## src/rtl/core/sfbit_pkg.sv

```systemverilog
// ----------------------------------------------------------------------------
// sfbit_pkg
// Shared constants and types for the serial frame buffer with idle timeout.
// ----------------------------------------------------------------------------
package sfbit_pkg;

    localparam int BUFFER_BYTES = 256;
    localparam int ADDR_W       = $clog2(BUFFER_BYTES);
    localparam int CAPACITY     = BUFFER_BYTES - 1;
    localparam int POS_W        = ((ADDR_W > 8) ? ADDR_W : 8) + 1;

    localparam logic [2:0] KIND_RX    = 3'd0;
    localparam logic [2:0] KIND_TICK  = 3'd1;
    localparam logic [2:0] KIND_READ  = 3'd2;
    localparam logic [2:0] KIND_PEEK  = 3'd3;
    localparam logic [2:0] KIND_CLEAR = 3'd4;

    localparam logic [7:0] CHAR_LF = 8'd10;
    localparam logic [7:0] CHAR_CR = 8'd13;

    localparam logic MODE_TEXT   = 1'b0;
    localparam logic MODE_BINARY = 1'b1;

    localparam logic REG_FRAME_MODE   = 1'b0;
    localparam logic REG_IDLE_TIMEOUT = 1'b1;

    // Status of one item, taken after the state update.
    typedef struct packed {
        logic              data_valid;
        logic              accepted;
        logic              frame_done;
        logic              overflowed;
        logic [ADDR_W-1:0] fill_length;
        logic [ADDR_W-1:0] read_position;
    } t_result;

    // Access to the frame store requested by the controller.
    typedef struct packed {
        logic              wr_en;
        logic [ADDR_W-1:0] wr_addr;
        logic [7:0]        wr_data;
        logic              rd_en;
        logic [ADDR_W-1:0] rd_addr;
    } t_mem_req;

endpackage

```

## src/rtl/core/sfbit_store.sv

```systemverilog
// ----------------------------------------------------------------------------
// sfbit_store
// Frame store: one write port and one read port with registered read data.
// ----------------------------------------------------------------------------
module sfbit_store (
    input  logic                 i_clk,
    input  sfbit_pkg::t_mem_req  i_req,
    output logic [7:0]           o_rd_data
);

    logic [7:0] r_mem [sfbit_pkg::BUFFER_BYTES];
    logic [7:0] r_rd_data;

    always_ff @(posedge i_clk) begin
        if (i_req.wr_en) begin
            r_mem[i_req.wr_addr] <= i_req.wr_data;
        end
        if (i_req.rd_en) begin
            r_rd_data <= r_mem[i_req.rd_addr];
        end
    end

    assign o_rd_data = r_rd_data;

endmodule

```

## src/rtl/core/sfbit_ctrl.sv

```systemverilog
// ----------------------------------------------------------------------------
// sfbit_ctrl
// Frame state, configuration registers and the per-beat update that drives
// the frame store.
// ----------------------------------------------------------------------------
module sfbit_ctrl (
    input  logic                 i_clk,
    input  logic                 i_rst_n,
    input  logic                 i_cfg_we,
    input  logic                 i_cfg_index,
    input  logic [31:0]          i_cfg_data,
    input  logic                 i_accept,
    input  logic [2:0]           i_kind,
    input  logic [7:0]           i_rx_byte,
    input  logic [7:0]           i_peek_offset,
    output sfbit_pkg::t_mem_req  o_req,
    output sfbit_pkg::t_result   o_result
);

    localparam int AW = sfbit_pkg::ADDR_W;
    localparam int PW = sfbit_pkg::POS_W;

    logic          r_mode;
    logic [31:0]   r_timeout;
    logic [AW-1:0] r_count, n_count;
    logic [AW-1:0] r_rd_idx, n_rd_idx;
    logic [31:0]   r_idle, n_idle;
    logic          r_done, n_done;
    logic          r_ovf, n_ovf;
    logic          valid, accepted;
    logic [PW-1:0] peek_pos;

    assign peek_pos = PW'(r_rd_idx) + PW'(i_peek_offset);

    always_comb begin
        n_count  = r_count;
        n_rd_idx = r_rd_idx;
        n_idle   = r_idle;
        n_done   = r_done;
        n_ovf    = r_ovf;
        valid    = 1'b0;
        accepted = 1'b0;
        o_req    = '0;
        o_req.wr_addr = r_count;
        o_req.wr_data = i_rx_byte;
        o_req.rd_addr = r_rd_idx;
        case (i_kind)
            sfbit_pkg::KIND_RX: begin
                if (!r_done) begin
                    accepted = 1'b1;
                    n_idle   = '0;
                    if (r_mode == sfbit_pkg::MODE_TEXT && i_rx_byte == sfbit_pkg::CHAR_CR) begin
                        n_done = 1'b1;
                    end else if (r_mode == sfbit_pkg::MODE_TEXT
                                 && i_rx_byte == sfbit_pkg::CHAR_LF) begin
                        n_idle = '0;
                    end else if (r_count < AW'(sfbit_pkg::CAPACITY)) begin
                        o_req.wr_en = i_accept;
                        n_count     = r_count + 1'b1;
                    end else begin
                        n_ovf = 1'b1;
                    end
                end
            end
            sfbit_pkg::KIND_TICK: begin
                if (!r_done) begin
                    if (r_idle != '1) begin
                        n_idle = r_idle + 1'b1;
                    end
                    if (r_mode == sfbit_pkg::MODE_BINARY && r_count != '0
                        && n_idle > r_timeout) begin
                        n_done = 1'b1;
                    end
                end
            end
            sfbit_pkg::KIND_READ: begin
                if (r_rd_idx < r_count) begin
                    valid       = 1'b1;
                    o_req.rd_en = i_accept;
                    n_rd_idx    = r_rd_idx + 1'b1;
                end
            end
            sfbit_pkg::KIND_PEEK: begin
                o_req.rd_addr = peek_pos[AW-1:0];
                if (peek_pos < PW'(r_count)) begin
                    valid       = 1'b1;
                    o_req.rd_en = i_accept;
                end
            end
            sfbit_pkg::KIND_CLEAR: begin
                n_count  = '0;
                n_rd_idx = '0;
                n_idle   = '0;
                n_done   = 1'b0;
                n_ovf    = 1'b0;
            end
            default: begin
                n_count = r_count;
            end
        endcase
    end

    always_ff @(posedge i_clk) begin
        if (!i_rst_n) begin
            r_mode    <= sfbit_pkg::MODE_TEXT;
            r_timeout <= 32'd100;
            r_count   <= '0;
            r_rd_idx  <= '0;
            r_idle    <= '0;
            r_done    <= 1'b0;
            r_ovf     <= 1'b0;
        end else begin
            if (i_cfg_we) begin
                case (i_cfg_index)
                    sfbit_pkg::REG_FRAME_MODE:   r_mode    <= i_cfg_data[0];
                    sfbit_pkg::REG_IDLE_TIMEOUT: r_timeout <= i_cfg_data;
                    default:                     r_mode    <= r_mode;
                endcase
            end
            if (i_accept) begin
                r_count  <= n_count;
                r_rd_idx <= n_rd_idx;
                r_idle   <= n_idle;
                r_done   <= n_done;
                r_ovf    <= n_ovf;
            end
        end
    end

    always_comb begin
        o_result.data_valid    = valid;
        o_result.accepted      = accepted;
        o_result.frame_done    = n_done;
        o_result.overflowed    = n_ovf;
        o_result.fill_length   = n_count;
        o_result.read_position = n_rd_idx;
    end

endmodule

```

## src/rtl/core/sfbit_out.sv

```systemverilog
// ----------------------------------------------------------------------------
// sfbit_out
// Two result stages: the first waits for the store's read data, the second
// is the output register that holds a beat until it is taken.
// ----------------------------------------------------------------------------
module sfbit_out (
    input  logic                i_clk,
    input  logic                i_rst_n,
    input  logic                i_accept,
    input  sfbit_pkg::t_result  i_result,
    input  logic [7:0]          i_rd_data,
    output logic                o_in_ready,
    output logic                o_out_valid,
    input  logic                i_out_ready,
    output sfbit_pkg::t_result  o_result,
    output logic [7:0]          o_data
);

    logic               r_s1_valid;
    sfbit_pkg::t_result r_s1_res;
    logic               r_o_valid;
    sfbit_pkg::t_result r_o_res;
    logic [7:0]         r_o_data;
    logic               take_out;

    assign take_out   = !r_o_valid || i_out_ready;
    assign o_in_ready = !r_s1_valid || take_out;

    always_ff @(posedge i_clk) begin
        if (!i_rst_n) begin
            r_s1_valid <= 1'b0;
            r_o_valid  <= 1'b0;
        end else begin
            if (take_out) begin
                r_o_valid <= r_s1_valid;
            end
            if (o_in_ready) begin
                r_s1_valid <= i_accept;
            end
        end
    end

    // The read data register only changes on an accepted beat, which is also
    // the edge where the first stage moves on, so it is still valid here.
    always_ff @(posedge i_clk) begin
        if (take_out && r_s1_valid) begin
            r_o_res  <= r_s1_res;
            r_o_data <= r_s1_res.data_valid ? i_rd_data : 8'd0;
        end
        if (i_accept) begin
            r_s1_res <= i_result;
        end
    end

    assign o_out_valid = r_o_valid;
    assign o_result    = r_o_res;
    assign o_data      = r_o_data;

endmodule

```

## src/rtl/core/serial_frame_buffer_idle_timeout_unit.sv

```systemverilog
// ----------------------------------------------------------------------------
// serial_frame_buffer_idle_timeout_unit
// Collects received bytes into a frame store and serves reads and peeks.
// ----------------------------------------------------------------------------
// The unit takes one command beat per clock while o_in_ready is high and
// returns one result beat for each, by way of the registered store read and
// the output register. Commands are receive byte, tick, read, peek and clear;
// the result carries the fetched byte and the buffer status after the update.
// The store holds up to 255 bytes and needs no clearing after reset. Outside
// reset, configuration writes are taken at any edge with the write enable high.
module serial_frame_buffer_idle_timeout_unit (
    input  logic        i_clk,
    input  logic        i_rst_n,
    input  logic        i_cfg_we,
    input  logic        i_cfg_index,
    input  logic [31:0] i_cfg_data,
    input  logic        i_in_valid,
    output logic        o_in_ready,
    input  logic [2:0]  i_kind,
    input  logic [7:0]  i_rx_byte,
    input  logic [7:0]  i_peek_offset,
    output logic        o_out_valid,
    input  logic        i_out_ready,
    output logic [7:0]  o_data,
    output logic        o_data_valid,
    output logic        o_accepted,
    output logic        o_frame_done,
    output logic        o_overflowed,
    output logic [7:0]  o_fill_length,
    output logic [7:0]  o_read_position
);

    logic                accept;
    sfbit_pkg::t_mem_req req;
    sfbit_pkg::t_result  step_res;
    sfbit_pkg::t_result  out_res;
    logic [7:0]          rd_data;

    assign accept = i_in_valid && o_in_ready;

    sfbit_ctrl u_ctrl (
        .i_clk         (i_clk),
        .i_rst_n       (i_rst_n),
        .i_cfg_we      (i_cfg_we),
        .i_cfg_index   (i_cfg_index),
        .i_cfg_data    (i_cfg_data),
        .i_accept      (accept),
        .i_kind        (i_kind),
        .i_rx_byte     (i_rx_byte),
        .i_peek_offset (i_peek_offset),
        .o_req         (req),
        .o_result      (step_res)
    );

    sfbit_store u_store (
        .i_clk     (i_clk),
        .i_req     (req),
        .o_rd_data (rd_data)
    );

    sfbit_out u_out (
        .i_clk       (i_clk),
        .i_rst_n     (i_rst_n),
        .i_accept    (accept),
        .i_result    (step_res),
        .i_rd_data   (rd_data),
        .o_in_ready  (o_in_ready),
        .o_out_valid (o_out_valid),
        .i_out_ready (i_out_ready),
        .o_result    (out_res),
        .o_data      (o_data)
    );

    assign o_data_valid    = out_res.data_valid;
    assign o_accepted      = out_res.accepted;
    assign o_frame_done    = out_res.frame_done;
    assign o_overflowed    = out_res.overflowed;
    assign o_fill_length   = 8'(out_res.fill_length);
    assign o_read_position = 8'(out_res.read_position);

endmodule
```

## config.mk

```make
export PLATFORM = sky130hd
export DESIGN_NAME = serial_frame_buffer_idle_timeout_unit
export DESIGN_NICKNAME = d
export VERILOG_FILES = /design/src/rtl/core/sfbit_pkg.sv /design/src/rtl/core/sfbit_store.sv /design/src/rtl/core/sfbit_ctrl.sv /design/src/rtl/core/sfbit_out.sv /design/src/rtl/core/serial_frame_buffer_idle_timeout_unit.sv
export SDC_FILE = /design/constraint.sdc
export NUM_CORES = 2
export LEC_CHECK = 0
export CAP_MARGIN = 10
export CORE_MARGIN = 2
export CORE_UTILIZATION = 52
export DETAILED_ROUTE_END_ITERATION = 10
export DONT_BUFFER_PORTS = 1
export PLACE_DENSITY_LB_ADDON = 0.2
export SLEW_MARGIN = 0
export SYNTH_ARGS = -nofsm -noshare
export SYNTH_HDL_FRONTEND = slang
export SYNTH_SLANG_ARGS = --single-unit
```

## constraint.sdc

```tcl
create_clock -name i_clk -period 6.6 [get_ports i_clk]
set_clock_uncertainty 0.1 [all_clocks]
set_input_delay 0 -clock i_clk [delete_from_list [all_inputs] [get_ports i_clk]]
set_output_delay 0 -clock i_clk [all_outputs]
set_load 0.005 [all_outputs]
```

==> metrics.txt <==
area leader, netlist=edfxtp_1; drt first pass iters=6; final hold vios=0; worst vdd ir=0.189 mV; Final #Nets=between 6000 and 7000; Synth top cells by count=edfxtp_1, nand2_1, nand3_1, nor2_1, mux4_2; RSZ-0062 raised after global routing=no; die height=416 um; Reg area=approximately 0.065 mm2; highest clock rate=163 MHz; Hold WS=0.0905 ns; Critical Path End Type=flop; H-tree depth=4; sequential-to-total area share from yosys stat=73.4%; antenna-violating nets left=0; WS Path Type=reg2reg; PwrDens=291 mW/mm2; layout cells sized above 1=11.8%; CTS tree=built; Synth cell types=100; Synth top area share=roughly 71%; Boundary Pins=87; count of final setup violators=0; post-CTS setup buffer count=0; hold-fix buffers at CTS=129; Num CTS Buffers=215; Iter 0 DRT Violations=6889; Leak=32.0 nW; Filler cells=around 13000; Via density=roughly 6.3; Final Wtd Congestion=a little under 0.9; Pwr Total=between 20 and 30 mW; Tcrit/Tclk final=92.8%; later-pin clock latency in the skew report=0.86 ns; Syn Inst Count=5795; Crit. Startpoint=u_ctrl.r_rd_idx[0]; row cnt=between 150 and 200; Yosys warnings=0; antenna violations before repair=9; Synth Register Bits=2189; Area contributors post-synth=edfxtp_1, mux4_2, nand2_1; RR Startpoint=u_ctrl.r_rd_idx[0]; Clock Tree Root=clkbuf_16; GRT Residual Overflow=0; Max-cap violations=0; detailed-route DRC error count=0; clk sinks=between 2000 and 2500; Final min period=6.12 ns; overall global routing resource usage=27.5%; die footprint=0.173 mm2; Slew HR=-0.181%; Post-synth ARST share=0%; Critical Path AT=6.57 ns; syn_area_per_cell=15.3 um2; routed len/inst=28.9 um; Port Buffers=0; Final HPWL DP=about 130 mm; clock tree buffer depth=3; Sum Neg Setup Slack=0 ns; CP Launch Type=flop; first-pass GRT wire length=348 mm; cts repair resizes=0; status=finished, violations left; synthesized area=a little under 0.09 mm2; count leader, synth=edfxtp_1; die width=416 um; ys flop type=edfxtp_1; Reg clk slew, reported paths=0.06 ns; Initial Util=52.3%; area of the multi-input gates=0.0216 mm2; Synth-to-Final Area Change=11.5%; failing checks=slew limit; worst min-delay path class=in2reg; DRT Wirelength=240 mm; vias in the first global route=49895; Core ar.=between 0.15 and 0.2 mm2; largest net degree at the start of global routing=258; Worst Max-Slew Pin Slew=between 1.5 and 2 ns; Pins Over Slew Limit=9; number of synthesized flops with an enable pin=2104; CP max FO=80; Critical Path RT=7.05 ns; via count=52171; hold_sp=i_rx_byte[1]
worst max-delay path, stage by stage, from the launching register on:
cell	delay, ns
dfxtp_1	0.42
ha_1	0.28
fa_1	0.51
and4b_1	0.58
a21o_4	0.83
buf_12	0.43
mux4_2	0.38
a22o_1	0.26
a221oi_1	1.06
a32oi_1	0.07
a21boi_0	0.60
nor4_1	0.13
registers in the layout, indices dropped and copies added (netlist names):
signal and cells:
u_ctrl.r_count 8, u_out.o_data 8, u_out.o_result 20, u_out.r_s1_res 20, u_ctrl.r_idle 32, u_ctrl.r_ovf 1, u_out.o_out_valid 1, u_store.r_mem 2048
u_ctrl.r_rd_idx 8, u_out.r_s1_valid 1, u_ctrl.r_mode 1, u_ctrl.r_done 1, u_store.o_rd_data 8, u_ctrl.r_timeout 32
metrics by stage:
step | instances | utilization [%] | area, um2 | setup slack (ns)
final | 8294 | 58.3 | 98600 | 0.476
after global routing | 8289 | 58.3 | 98600 | 0.468
after CTS | 8288 | 58.3 | 98600 | 0.598
after detailed placement | 7764 | 53.6 | 90600 | 0.625
after global placement | 7764 | 53.6 | 90600 | 0.591
after floorplan | 5802 | - | 88400 | 2.47
power breakdown:
group / leakage, nW / internal [mW] / switching [mW] / total (mW)
Clock: 3.21 / 6.45 / 5.15 / 11.6
Combinational: 9.18 / 0.584 / 1.21 / 1.79
Sequential: 19.6 / 15.3 / 0.0199 / 15.3
Total: 32.0 / 22.3 / 6.37 / 28.7
kinds of logic (layout without fill, tap and decap cells):
family                     Yosys count  in the layout  share of synthesized area (%)
xor gates and xnor gates            34             34                          0.345
adders and majority gates           61             61                          0.872
other                                1             13                        0.00424
DFF                               2189           2189                           73.4
buffers and inverters              428            697                           2.40
and+or+nand+nor                   2105           2105                           10.3
AOI/OAI and AO/OA                  627            627                           5.04
muxes                              350            350                           7.64
cell type report:
type,count,area share (%)
clock inverters,103,0.727
flip-flops and latches,2189,65.8
inverters,61,0.232
well taps,2218,2.81
repair buffers,241,2.58
multi-input cells,3185,21.9
diodes,5,0.0127
clock buffers,292,5.93
cell usage in the layout (no fill, tap or decap), types with 38 or more instances in the layout:
cell type / synthesis / final
ha_1: 60 / 60
nand2_1: 1033 / 1024
dlygate4sd3_1: 0 / 121
o21ai_0: 67 / 67
a32oi_1: 41 / 41
nor2_1: 341 / 339
and3_1: 51 / 51
a311oi_1: 38 / 38
nand4_1: 54 / 54
clkbuf_16: 0 / 222
mux4_2: 254 / 254
a21oi_1: 138 / 137
buf_4: 43 / 90
nand3_1: 517 / 513
clkbuf_1: 154 / 67
edfxtp_1: 2104 / 2104
inv_1: 60 / 59
a22oi_1: 127 / 127
clkinv_1: 1 / 54
a31oi_1: 42 / 41
dfxtp_1: 85 / 85
mux2i_1: 88 / 86
worst paths after layout:
kind,cells after the start,to,slack [ns]
hold reg to reg,0,u_out.o_result[0],0.32
setup reg to reg,11,u_store.o_rd_data[7],0.48
hold / removal,5,u_out.r_s1_res[10],0.09
setup / recovery,11,u_store.o_rd_data[7],0.48
metal layers:
layer | global-route usage, % | up-vias | part of all wire (%)
met2 | 43.3 | 2664 | 47
met1 | 39.4 | 26641 | 40
li1 | - | 22462 | -
met3 | 5.20 | 398 | 9.6
met4 | 7.88 | 6 | 3.1
met5 | 0 | - | 0.019
(Power assumes the default switching activity.)
